`src/rtl/bavg_pkg.sv`:
```
// Shared constants, types and reciprocal tables for the block average downsampler.
package bavg_pkg;

   localparam int MAX_WIDTH   = 1024;
   localparam int MAX_FACTOR  = 16;

   localparam int PIXEL_W     = 8;
   localparam int WIDTH_W     = 11;
   localparam int HEIGHT_W    = 16;
   localparam int FACTOR_W    = 5;
   localparam int COL_W       = $clog2(MAX_WIDTH);
   localparam int OFS_W       = $clog2(MAX_FACTOR);
   localparam int SUM_W       = 16;
   localparam int RECIP_W     = 17;
   localparam int SHIFT_W     = 5;
   localparam int PROD_W      = SUM_W + RECIP_W;

   localparam int DIV_W       = 16;
   localparam int DIV_STEP_W  = $clog2(DIV_W);

   localparam int CSR_INDEX_W = 2;
   localparam int CSR_DATA_W  = 16;

   localparam int FIFO_DEPTH  = 8;
   localparam int FIFO_PTR_W  = $clog2(FIFO_DEPTH);

   localparam logic [CSR_INDEX_W-1:0] REG_IMAGE_WIDTH   = 2'd0;
   localparam logic [CSR_INDEX_W-1:0] REG_IMAGE_HEIGHT  = 2'd1;
   localparam logic [CSR_INDEX_W-1:0] REG_REDUCE_FACTOR = 2'd2;

   typedef struct packed {
      logic [PIXEL_W-1:0] pixel;
      logic [COL_W-1:0]   addr;
      logic               in_range;
      logic               first;
      logic               last;
      logic               row_end;
      logic               frame_end;
   } store_req_type;

   typedef struct packed {
      logic             valid;
      logic [SUM_W-1:0] sum;
      logic             row_end;
      logic             frame_end;
   } sum_out_type;

   typedef struct packed {
      logic [PIXEL_W-1:0] mean;
      logic               row_end;
      logic               frame_end;
   } rsp_item_type;

   typedef struct packed {
      logic                done;
      logic [DIV_W-1:0]    quotient;
      logic [FACTOR_W-1:0] remainder;
   } div_result_type;

   // Multiplier m = ceil(2^s / f^2) with s = 16 + ceil(log2(f^2)); exact for 16-bit sums.
   function automatic logic [RECIP_W-1:0] recip_mult(input logic [FACTOR_W-1:0] f);
      logic [RECIP_W-1:0] m;
      case (f)
         5'd1:    m = 17'd65536;
         5'd2:    m = 17'd65536;
         5'd3:    m = 17'd116509;
         5'd4:    m = 17'd65536;
         5'd5:    m = 17'd83887;
         5'd6:    m = 17'd116509;
         5'd7:    m = 17'd85599;
         5'd8:    m = 17'd65536;
         5'd9:    m = 17'd103564;
         5'd10:   m = 17'd83887;
         5'd11:   m = 17'd69328;
         5'd12:   m = 17'd116509;
         5'd13:   m = 17'd99274;
         5'd14:   m = 17'd85599;
         5'd15:   m = 17'd74566;
         5'd16:   m = 17'd65536;
         default: m = 17'd65536;
      endcase
      return m;
   endfunction

   function automatic logic [SHIFT_W-1:0] recip_shift(input logic [FACTOR_W-1:0] f);
      logic [SHIFT_W-1:0] s;
      case (f)
         5'd1:    s = 5'd16;
         5'd2:    s = 5'd18;
         5'd3:    s = 5'd20;
         5'd4:    s = 5'd20;
         5'd5:    s = 5'd21;
         5'd6:    s = 5'd22;
         5'd7:    s = 5'd22;
         5'd8:    s = 5'd22;
         5'd9:    s = 5'd23;
         5'd10:   s = 5'd23;
         5'd11:   s = 5'd23;
         5'd12:   s = 5'd24;
         5'd13:   s = 5'd24;
         5'd14:   s = 5'd24;
         5'd15:   s = 5'd24;
         5'd16:   s = 5'd24;
         default: s = 5'd16;
      endcase
      return s;
   endfunction

endpackage

```
`src/rtl/bavg_mean.sv`:
```
// Block mean by reciprocal multiplication and shift.
module bavg_mean (
   input  logic                          clock,
   input  logic                          reset,
   input  bavg_pkg::sum_out_type         sum_in,
   input  logic [bavg_pkg::FACTOR_W-1:0] factor,
   output logic                          mean_valid,
   output bavg_pkg::rsp_item_type        mean_item
);
   import bavg_pkg::*;

   logic               valid_ff;
   logic [PROD_W-1:0]  prod_ff;
   logic [SHIFT_W-1:0] shift_ff;
   logic               row_end_ff;
   logic               frame_end_ff;
   logic [PROD_W-1:0]  shifted;

   always_ff @(posedge clock) begin
      if (reset) begin
         valid_ff <= 1'b0;
      end else begin
         valid_ff <= sum_in.valid;
      end
      prod_ff      <= PROD_W'(sum_in.sum) * PROD_W'(recip_mult(factor));
      shift_ff     <= recip_shift(factor);
      row_end_ff   <= sum_in.row_end;
      frame_end_ff <= sum_in.frame_end;
   end

   assign shifted             = prod_ff >> shift_ff;
   assign mean_valid          = valid_ff;
   assign mean_item.mean      = shifted[PIXEL_W-1:0];
   assign mean_item.row_end   = row_end_ff;
   assign mean_item.frame_end = frame_end_ff;

endmodule

```
`config.mk`:
```
export PLATFORM = sky130hd
export DESIGN_NAME = bavg_mean
export DESIGN_NICKNAME = d
export VERILOG_FILES = /design/src/rtl/bavg_pkg.sv /design/src/rtl/bavg_mean.sv
export SDC_FILE = /design/constraint.sdc
export NUM_CORES = 1
export LEC_CHECK = 0
export ABC_AREA = 0
export BUFFER_PORTS_ARGS = -buffer_cell sky130_fd_sc_hd__buf_2
export CAP_MARGIN = 5
export CORE_MARGIN = 1
export CORE_UTILIZATION = 40
export CTS_CLUSTER_SIZE = 14
export DETAILED_ROUTE_END_ITERATION = 10
export PLACE_DENSITY = 0.55
export SKIP_CTS_REPAIR_TIMING = 1
export SLEW_MARGIN = 20
export SYNTH_ARGS = -nofsm -noshare
export SYNTH_HDL_FRONTEND = slang
export SYNTH_SLANG_ARGS = --single-unit
export TNS_END_PERCENT = 50
```
`constraint.sdc`:
```
create_clock -name clock -period 9.04 [get_ports clock]
set_input_delay 1.356 -clock clock [delete_from_list [all_inputs] [get_ports clock]]
set_output_delay 1.356 -clock clock [all_outputs]
set_load 0.1 [all_outputs]
```
# Word level (Yosys, flattened, before mapping)
# Memories as Yosys holds them, arrays and structs flattened. A register that Yosys moved wholly into a read port is not among the register bits.
# Index checks and enable logic that the tools add are counted.
[totals]
reg_bits = 41
mem_bits_ro = 640
inputBits = 26
output_inout_bits = 11
elab_cells = 9
memories = 2
[op_classes]
multipliers = 1
n_shift = 1
[mem_list]
columns = ["memory", "words", "width", "read_ports", "rd_clocked_by_memory_dff", "wr", "line", "source"]
rows = [
  ["(no name shown)", 32, 16, 1, 0, 0, "bavg_pkg.sv:63", "case (f)"],
  ["(no name shown)", 32, 4, 1, 1, 0, "bavg_pkg.sv:87", "case (f)"],
]
[op_table]
columns = ["operator", "n"]
rows = [
  ["16-bit by 17-bit multiplier with 33-bit output", 1],
  ["33-bit by 5-bit >> shifter with 8-bit output", 1],
]

# Longest topological paths before layout
# An unclocked memory read counts as a cell.
[depth]
depth_word = 2
mapped_depth = 28
mapped_depth_nobuf = 27

# Least setup slack after synthesis
# No wires, ideal clock.
[synth_timing]
kind = "input to register"
start = "in factor[2] (netlist bit)"
end = "reg prod_ff[30]"
setup_ns = 0.070
t_arrival_ns = 7.502
t_required_ns = 8.970
slack_ns = 1.468
cell_stages = 25
path_buffers = 4
path_cell_list = "buf_4 > buf_2 > buf_1 > nor3_1 > a21oi_1 > nor2_1 > clkbuf_1 > nand2_1 > fa_1 > fa_1 > inv_1 > fa_1 > fa_1 > fa_1 > inv_1 > fa_1 > inv_1 > ha_1 > and3_1 > nand2_1 > or3_4 > a211oi_2 > nor3_2 > or3_1 > a21oi_1"
[synth_between]
elab_chain_len = 2
[synth_lines]
columns = ["element", "line", "source"]
rows = [
  ["from (decl)", "bavg_mean.sv:6", "input logic [bavg_pkg::FACTOR_W-1:0] factor,"],
  ["memory read 32 x 16 bit", "-", ""],
  ["16-bit by 17-bit multiplier with 33-bit output", "bavg_mean.sv:25", "prod_ff <= PROD_W'(sum_in.sum) * PROD_W'(recip_mult(factor));"],
  ["to (signal assigned)", "bavg_mean.sv:25", ""],
  ["to (decl)", "bavg_mean.sv:13", "logic [PROD_W-1:0] prod_ff;"],
]
# No other way between the ends.
# A chain may end at the register's enable or synchronous reset.

# Worst setup path after layout
[layout_timing]
start = "in factor[0] (netlist bit)"
end = "reg prod_ff[32]"
# Same word-level chain as after synthesis.

==> out/results.ini <==
[outcome]
outcome=complete, no violations

[routing]
avgViaCountPerCell=5.047
drt_iter0_markers=340
routed_wl_mm=26.41
antenna_left=0
drcViolationCount=0
num_vias=7676
firstDrtPassIters=4
post_drt_wl_per_cell_um=17.36

[cells_and_area]
n_fill_cell=2541
nets=1534
drive_gt1_share_pct=6.633
stdcell_area_um2=10930
areaGrowthSynthToFinish_pct=5.787
antenna_cells=0

[yosys]
ys_types=63
seq_area_frac_synth_pct=4.649
async_flop_share_pct=0
synth_top_family_by_area=adder cells
synthAdderAreaFrac_pct=53.30
yosysWarnings=0
synth_commonest_cells=inv_1, fa_1, nand2_1
synth_fp_nets=1531
netlist_top_cells_area=fa_1, ha_1, inv_1, and2_1, nand2_1
syn_area_per_cell_um2=8.691
synth_top_area_share_pct=40.10
synthCells=1189
yosys.area_share.simple_pct=17.48
synth_ff_type=dfxtp_1
synth_xor_area_share_pct=1.526
muxShareOfSynthArea_pct=3.548
ys_ff_latch=24
synth_top_area_cell=fa_1
synth.cell_area_um2=10330
synth-compound-area-share_pct=8.040
synth_most_common_cell=inv_1
synth-edff-count=0

[pwr]
clkPwrFrac_pct=5.0
swShare_pct=57.41
p_int_mw=1.098
ir_worst_vdd_mv=0.1777
p_comb_share_pct=87.5
p_switching_mw=1.480
p_per_area_nw_per_um2=235.8
p_leak_nw=5.545
pwr-share-seq_pct=7.5

[clock_tree]
htreeDepth=1
cts_root_buf=clkbuf_16
cts.reportedPaths.clkPinSlew_ps=70
tritoncts=done
cts_sinks=24
clockBufferDepth=2
numCtsBuffers=3

[sta]
rsz0062_at_grt=false
final-setup-viol-count=0
fin_crit_ps=7874
slew_headroom_pct=39.55
tightest_slew_ps=905.5
fmax_mhz=127.0
setup_tns_ps=0
fin_crit_sh_pct=87.10
finalHoldViolations=0
drv_slew=0

[worst_setup_path]
path_class=input pin to register
cpPeakStageDelay_ps=540
required_ps=9160
cp-end-kind=register
critPathBufInv=6
worst_ep_arrival_time_ps=7990
worstSetupStartpointType=input pin
cpMostUsedCell=fa_1
critPathMaxFanout=15
crit_slowest_cell=fa_1
cp_top_family=adder cells

[min_path]
hold_class=input pin to register

[floorplan]
die_area_um2=26480
die_w_um=162.7
num_rows=58
pin_count=37
core-area_um2=25250
fp.dieH_um=162.7
start_util_pct=40.92

[global_routing]
grt_pass1_wl_mm=44.14
grt_max_degree=27
track_usage_pct=21.59
antenna_found_initial=0
grt_pass1_vias=8134
overflow=0

[placement]
dpl_cell_area_um2=10830
dpl.hpwl_mm=21.93
numPortBuffers=36
finalWeightedCongestion=0.8864

[flow_run]
maxCapViolCount=0

routing by layer:
metal  vias to the layer above  global-route usage (%)  part of all wire [%]
li1                       3657                       -                     -
met1                      3865                   30.30                    47
met2                       120                   36.02                    48
met3                        34                   2.139                   3.5
met4                         0                   4.545                   1.8
met5                         -                       0                     0
kinds of logic after synthesis:
logic type | Yosys count
muxes | 30
buffers and inverters | 310
adders and majority gates | 316
AOI/OAI and AO/OA | 127
and+or+nand+nor | 364
DFF | 24
xor gates and xnor gates | 18
through the flow:
step                total power [mW]  hold slack [ps]  setup slack, ps  cells  util [%]
floorplan                      1.863             1384             1468   1189         -
global placement               2.451             1458            985.5   1517     42.87
detailed placement             2.441             1460            938.5   1517     42.87
CTS                            2.602             1186             1192   1521     43.29
global route                   2.870             1186            844.3   1521     43.29
finish                         2.577             1188             1166   1521     43.29
cells in the final DEF (no fill, tap or decap), types with 6 or more instances in the layout:
master	synthesis	routed
nor2b_1	8	8
ha_1	109	109
buf_2	3	36
xnor2_1	11	11
xor2_1	7	7
dfxtp_1	24	24
buf_4	4	15
nand3b_1	6	6
nor3_1	8	8
nand2_1	162	162
nor2_1	28	28
nand2b_1	8	8
nand3_1	11	11
and2_1	112	112
a21o_1	15	15
inv_1	257	257
o21ai_0	21	21
mux2i_1	22	22
fa_1	207	207
a21oi_1	47	47
path summary, 6_finish.rpt:
check	from	end	slack, ps	cells after the start
max	factor[0]	prod_ff[32]	1170	26
min	sum_in[1]	row_end_ff	1190	1
sequential cells by signal, indices dropped and copies added (netlist names):
signal	count
frame_end_ff	1
mean_valid	1
prod_ff	17
row_end_ff	1
shift_ff	4
power by group through the flow:
stage                     clock, mW  sequential [mW]  combinational [mW]
final                         0.129            0.193                2.26
after global routing          0.134            0.199                2.54
after CTS                     0.132            0.194                2.28
after detailed placement          0            0.195                2.25
after global placement            0            0.196                2.25
after floorplan                   0            0.179                1.68
final cells by class:
cell class / instances / area, µm² / area share [%]
clock buffers: 3 / 75.07 / 0.6867
flip-flops and latches: 24 / 480.5 / 4.395
repair buffers: 51 / 292.8 / 2.678
inverters: 257 / 964.7 / 8.825
multi-input cells: 855 / 8676 / 79.36
clock inverters: 1 / 30.03 / 0.2747
well taps: 330 / 412.9 / 3.777
Note: power is estimated with default switching activity, not from simulation.
