## src/rtl/bavg_pkg.sv

```systemverilog
// Shared constants, types and reciprocal tables for the block average downsampler.
package bavg_pkg;

   localparam int MAX_WIDTH   = 1024;
   localparam int MAX_FACTOR  = 16;

   localparam int PIXEL_W     = 8;
   localparam int WIDTH_W     = 11;
   localparam int HEIGHT_W    = 16;
   localparam int FACTOR_W    = 5;
   localparam int COL_W       = $clog2(MAX_WIDTH);
   localparam int OFS_W       = $clog2(MAX_FACTOR);
   localparam int SUM_W       = 16;
   localparam int RECIP_W     = 17;
   localparam int SHIFT_W     = 5;
   localparam int PROD_W      = SUM_W + RECIP_W;

   localparam int DIV_W       = 16;
   localparam int DIV_STEP_W  = $clog2(DIV_W);

   localparam int CSR_INDEX_W = 2;
   localparam int CSR_DATA_W  = 16;

   localparam int FIFO_DEPTH  = 8;
   localparam int FIFO_PTR_W  = $clog2(FIFO_DEPTH);

   localparam logic [CSR_INDEX_W-1:0] REG_IMAGE_WIDTH   = 2'd0;
   localparam logic [CSR_INDEX_W-1:0] REG_IMAGE_HEIGHT  = 2'd1;
   localparam logic [CSR_INDEX_W-1:0] REG_REDUCE_FACTOR = 2'd2;

   typedef struct packed {
      logic [PIXEL_W-1:0] pixel;
      logic [COL_W-1:0]   addr;
      logic               in_range;
      logic               first;
      logic               last;
      logic               row_end;
      logic               frame_end;
   } store_req_type;

   typedef struct packed {
      logic             valid;
      logic [SUM_W-1:0] sum;
      logic             row_end;
      logic             frame_end;
   } sum_out_type;

   typedef struct packed {
      logic [PIXEL_W-1:0] mean;
      logic               row_end;
      logic               frame_end;
   } rsp_item_type;

   typedef struct packed {
      logic                done;
      logic [DIV_W-1:0]    quotient;
      logic [FACTOR_W-1:0] remainder;
   } div_result_type;

   // Multiplier m = ceil(2^s / f^2) with s = 16 + ceil(log2(f^2)); exact for 16-bit sums.
   function automatic logic [RECIP_W-1:0] recip_mult(input logic [FACTOR_W-1:0] f);
      logic [RECIP_W-1:0] m;
      case (f)
         5'd1:    m = 17'd65536;
         5'd2:    m = 17'd65536;
         5'd3:    m = 17'd116509;
         5'd4:    m = 17'd65536;
         5'd5:    m = 17'd83887;
         5'd6:    m = 17'd116509;
         5'd7:    m = 17'd85599;
         5'd8:    m = 17'd65536;
         5'd9:    m = 17'd103564;
         5'd10:   m = 17'd83887;
         5'd11:   m = 17'd69328;
         5'd12:   m = 17'd116509;
         5'd13:   m = 17'd99274;
         5'd14:   m = 17'd85599;
         5'd15:   m = 17'd74566;
         5'd16:   m = 17'd65536;
         default: m = 17'd65536;
      endcase
      return m;
   endfunction

   function automatic logic [SHIFT_W-1:0] recip_shift(input logic [FACTOR_W-1:0] f);
      logic [SHIFT_W-1:0] s;
      case (f)
         5'd1:    s = 5'd16;
         5'd2:    s = 5'd18;
         5'd3:    s = 5'd20;
         5'd4:    s = 5'd20;
         5'd5:    s = 5'd21;
         5'd6:    s = 5'd22;
         5'd7:    s = 5'd22;
         5'd8:    s = 5'd22;
         5'd9:    s = 5'd23;
         5'd10:   s = 5'd23;
         5'd11:   s = 5'd23;
         5'd12:   s = 5'd24;
         5'd13:   s = 5'd24;
         5'd14:   s = 5'd24;
         5'd15:   s = 5'd24;
         5'd16:   s = 5'd24;
         default: s = 5'd16;
      endcase
      return s;
   endfunction

endpackage

```

## src/rtl/bavg_divider.sv

```systemverilog
// Bit-serial restoring divider for raster positions and image sizes by the block factor.
module bavg_divider (
   input  logic                           clock,
   input  logic                           reset,
   input  logic                           start,
   input  logic [bavg_pkg::DIV_W-1:0]     dividend,
   input  logic [bavg_pkg::FACTOR_W-1:0]  divisor,
   output bavg_pkg::div_result_type       result
);
   import bavg_pkg::*;

   logic                  busy_ff, busy_in;
   logic                  done_ff, done_in;
   logic [DIV_STEP_W-1:0] count_ff, count_in;
   logic [DIV_W-1:0]      work_ff, work_in;
   logic [FACTOR_W-1:0]   rem_ff, rem_in;
   logic [FACTOR_W-1:0]   divisor_ff, divisor_in;
   logic [FACTOR_W-1:0]   rem_shift;
   logic                  fits;

   always_comb begin
      rem_shift  = {rem_ff[FACTOR_W-2:0], work_ff[DIV_W-1]};
      fits       = rem_shift >= divisor_ff;
      busy_in    = busy_ff;
      done_in    = 1'b0;
      count_in   = count_ff;
      work_in    = work_ff;
      rem_in     = rem_ff;
      divisor_in = divisor_ff;
      if (start) begin
         work_in    = dividend;
         rem_in     = '0;
         divisor_in = divisor;
         count_in   = '0;
         busy_in    = 1'b1;
      end else if (busy_ff) begin
         work_in  = {work_ff[DIV_W-2:0], fits};
         rem_in   = fits ? rem_shift - divisor_ff : rem_shift;
         count_in = count_ff + DIV_STEP_W'(1);
         if (count_ff == DIV_STEP_W'(DIV_W - 1)) begin
            busy_in = 1'b0;
            done_in = 1'b1;
         end
      end
   end

   always_ff @(posedge clock) begin
      if (reset) begin
         busy_ff  <= 1'b0;
         done_ff  <= 1'b0;
         count_ff <= '0;
      end else begin
         busy_ff  <= busy_in;
         done_ff  <= done_in;
         count_ff <= count_in;
      end
      work_ff    <= work_in;
      rem_ff     <= rem_in;
      divisor_ff <= divisor_in;
   end

   assign result.done      = done_ff;
   assign result.quotient  = work_ff;
   assign result.remainder = rem_ff;

endmodule

```

## config.mk

```make
export PLATFORM = sky130hd
export DESIGN_NAME = bavg_divider
export DESIGN_NICKNAME = d
export VERILOG_FILES = /design/src/rtl/bavg_pkg.sv /design/src/rtl/bavg_divider.sv
export SDC_FILE = /design/constraint.sdc
export NUM_CORES = 1
export LEC_CHECK = 0
export ABC_AREA = 0
export BUFFER_PORTS_ARGS = -buffer_cell sky130_fd_sc_hd__buf_2
export CORE_UTILIZATION = 40
export DETAILED_ROUTE_END_ITERATION = 12
export GPL_TIMING_DRIVEN = 0
export SYNTH_ARGS = -nofsm -noshare
export SYNTH_HDL_FRONTEND = slang
export SYNTH_SLANG_ARGS = --single-unit
```

## constraint.sdc

```tcl
create_clock -name clock -period 3.45 [get_ports clock]
set_input_delay 0.69 -clock clock [delete_from_list [all_inputs] [get_ports clock]]
set_output_delay 0.69 -clock clock [all_outputs]
set_load 0.01 [all_outputs]
```

# Word level (Yosys, flattened, before mapping)
# Index checks and enable logic that the tools add are counted.
[totals]
mem_bits_rw = 0
register_bits = 32
wordCells = 21
out_inout_bits = 22
mem_count = 0
latchBits = 0
rom_bits = 0
[op_classes]
n_addsub = 2
n_bitwise = 1
muxes = 7
div = 0
n_shift = 0
eq_ne = 1
order_cmp = 1
n_mul = 0
reduce_logical = 3
[ops]
columns = ["operator", "n"]
rows = [
  ["$mux 16", 2],
  ["$ge 5x5->1", 1],
  ["$mux 5", 1],
  ["$sub 5x5->5", 1],
  ["$add 4x1->4 const B", 1],
  ["$eq 4x4->1 const B", 1],
  ["$mux 1", 4],
  ["$reduce_or 3->1", 1],
  ["$reduce_bool 2->1", 1],
  ["$reduce_or 2->1", 1],
  ["$not 1->1", 1],
]

# Longest topological paths before layout
[logic_depth]
ltp_word = 4
ltp_mapped = 8
ltp_nobuf = 8

# Least setup slack after synthesis
# Ideal clock, no wire load.
[synth_timing]
kind = "reg2reg"
startpoint = "reg work_ff[15]"
endpoint = "reg rem_ff[4]"
setup_ns = 0.060
stages_incl_launch_ff = 9
n_path_buf = 0
path_slack_ns = 1.568
synth_period_minus_slack_ns = 1.882
arrival_ns = 1.822
path_cell_list = "edfxtp_1 -> inv_1 -> ha_1 -> fa_1 -> nor2b_1 -> o21ai_0 -> a311o_1 -> nand2_1 -> a32o_1"
[synth_between]
elab_chain_len = 2
word_cells_on_any_way = 3
cone_classes = "add/sub (1); order compare (1); mux (1)"
[synth_rtl]
columns = ["element", "line", "text"]
rows = [
  ["start, declared", "bavg_divider.sv:15", "logic [DIV_W-1:0] work_ff, work_in;"],
  ["start signal, assigned", "bavg_divider.sv:57", "work_ff <= work_in;"],
  ["$sub 5x5->5 or $ge 5x5->1 (tied branches)", "bavg_divider.sv:38, bavg_divider.sv:23", ""],
  ["$mux 5 (*)", "bavg_divider.sv:38", "rem_in = fits ? rem_shift - divisor_ff : rem_shift;"],
  ["end signal, assigned", "bavg_divider.sv:58", "rem_ff <= rem_in;"],
  ["end, declared", "bavg_divider.sv:16", "logic [FACTOR_W-1:0] rem_ff, rem_in;"],
]
# Mark *: on every way between the ends. The rest lies on a longest branch, timed or not.
# A chain may end at the register's enable or synchronous reset.

# Worst setup path after layout
# Ends and elaborated chain as after synthesis.

==> impl_metrics.ini <==
[sta]
hold_viol_final = 0
final.period_utilization = 0.580
worst_slew_pin_slew_ns = 0.610
rsz0062_at_grt = false
max_freq_ghz = 0.500
period_needed_ns = 2.00
slew_headroom = 0.593
timing.final.ws_setup_ns = 1.45
slew_viol_final = 0
final.setup_skew_ns = 0.00827
fin_setup_tns_ns = 0
setup_viol = 0

[floorplanning]
coreArea_um2 = 3660
die_width_um = 64
rows = 22
top_level_ports = 46
die_h_um = 64
initial_core_util = 0.420
dieArea_um2 = 4100

[hold_path]
hp-class = reg2reg
hold_start = rem_ff[4]$_SDFFE_PP0P_
min_delay_path_depth = 1

[worst_setup_path]
required_ns = 3.67
cp-end-kind = register
cp.arrival_ns = 2.22
crit_fanout = 3
critPathLaunch = work_ff[15]$_DFFE_PP_
start_kind = register
r2r-start = work_ff[15]$_DFFE_PP_
crit_type = reg2reg
r2r_cells = 8

[placement]
port-buffer-count = 45
gp_congestion = 0.761
post-place-ws_ns = 1.37
hpwl_um = 2160

[clock_network]
cts_root_buffer = clkbuf_8
clk_latency_ns = 0.28
post_cts_buffers = 0
path_clk_slew_ns = 0.06
clkSinkCount = 32
cts_tree = yes
cts_resized = 0
ctsHoldBuffers = 0
numCtsBuffers = 5
cts_buffer_depth = 2
h-tree-depth = 2

[pwr]
p_leak_nw = 0.830
power_mw = 0.980
ir_drop_uv = 221
power_density_nw_per_um2 = 507

[synthesis]
synth_top_area_cell = edfxtp_1
synth_area_leaders = edfxtp_1 (41%), dfxtp_1 (14%), mux2_2 (12%), ha_1 (4.9%), inv_1 (2.7%)
avgSynthCellArea_um2 = 12.6
ys_types = 34
synth.cell_area_um2 = 1540
synth_edf_count = 21
seq_area_frac_synth = 0.553
yosysWarnings = 0
async_reset_ff_frac = 0
yosys_register_bits = 32
synthCells = 122
synthesis.nets = 153
synth_ff_type = edfxtp_1
yosysTopAreaCellShare = 0.410

[global_routing]
antenna_found_initial = 0
grt_pass1_vias = 1146
grt_pass1_wl_um = 5010
grt_start_max_net_pins = 17
track_usage = 0.163
gr-total-overflow = 0

[layout]
drive_gt1_frac = 0.423
final_common_cell = buf_2
n_antenna_cell = 0
mostFrequentLayoutCells = buf_2 (45), edfxtp_1 (21), mux2_2 (16)
area_growth_pct = 25.5
final_nets = 205

[drt]
drt_iter0_markers = 58
routed_wl_um = 2890
dr_total_vias = 1108
post_drt_wl_per_cell_um = 13.0
postRouteAntennaNets = 0
viasPerCell = 4.97
first_pass_iters = 3
drc_errors = 0

[flow_run]
drv_cap = 0

[run_status]
status = complete, no violations
-- path summary, 6_finish.rpt --
path                                          endpoint  slack [ns]
worst max register to register  rem_ff[4]$_SDFFE_PP0P_        1.45
worst min register to register  rem_ff[4]$_SDFFE_PP0P_        0.47
worst min-delay path            rem_ff[4]$_SDFFE_PP0P_        0.47
worst max-delay path            rem_ff[4]$_SDFFE_PP0P_        1.45
-- stage by stage --
stage / std cells / hold slack, ns / cell area [um2] / utilization
detailed placement: 215 / 0.464 / 1820 / 0.498
global route: 223 / 0.496 / 1930 / 0.527
finish: 223 / 0.471 / 1930 / 0.527
global placement: 215 / 0.451 / 1820 / 0.498
floorplan: 122 / 0.457 / 1540 / -
CTS: 223 / 0.481 / 1930 / 0.527
-- layer usage --
metal / wire length, um / up-vias / track usage
li1: - / 540 / -
met1: 1330 / 528 / 0.189
met2: 1340 / 34 / 0.267
met3: 176 / 6 / 0.0643
met4: 45 / 0 / 0.0682
met5: 0 / - / 0
-- report_power, final --
| part | switching, mW | internal (mW) | leakage, nW |
|---|---|---|---|
| logic | 0.0865 | 0.0826 | 0.474 |
| clock network | 0.133 | 0.214 | 0.0552 |
| registers | 0.0172 | 0.446 | 0.300 |
-- synthesized netlist by cell type (2+ instances only) --
cell	n
edfxtp_1	21
buf_1	2
nor2b_1	3
inv_1	11
dfxtp_1	11
a21oi_1	2
mux2_2	16
xnor2_1	2
o21ai_0	4
mux2i_1	4
nand2_1	7
xor2_1	3
ha_1	6
nor2_1	10
-- cell type report --
type | instances | area (um2)
timing repair buffer | 45 | 225
buffer | 4 | 18.8
fill | 319 | 1730
inverter | 11 | 41.3
clock inverter | 2 | 35.0
tap | 48 | 60.1
sequential | 32 | 851
clock buffer | 6 | 72.6
multi-input combinational | 75 | 627
-- logic make-up after synthesis --
group,Yosys count,synth area share
AO/OA/AOI/OAI,18,0.0960
adder cells (fa/ha/maj),7,0.0618
AND/OR/NAND/NOR,24,0.0684
flip-flops,32,0.553
buffers and inverters,15,0.0391
multiplexers,21,0.153
XOR/XNOR,5,0.0285
-- critical path, stage by stage, from the launching register on --
cell,delay (ns)
edfxtp_1,0.38
inv_1,0.07
ha_1,0.23
fa_1,0.41
nor2b_1,0.13
o21ai_0,0.14
a311o_1,0.38
nand2_1,0.06
a32o_1,0.15
-- state kept, by name, indices dropped and copies added, names as in the netlist --
name and count:
work_ff 16, divisor_ff 5, rem_ff 5, count_ff 4
busy_ff 1, done_ff 1
Power figures use the tool's default switching activity.
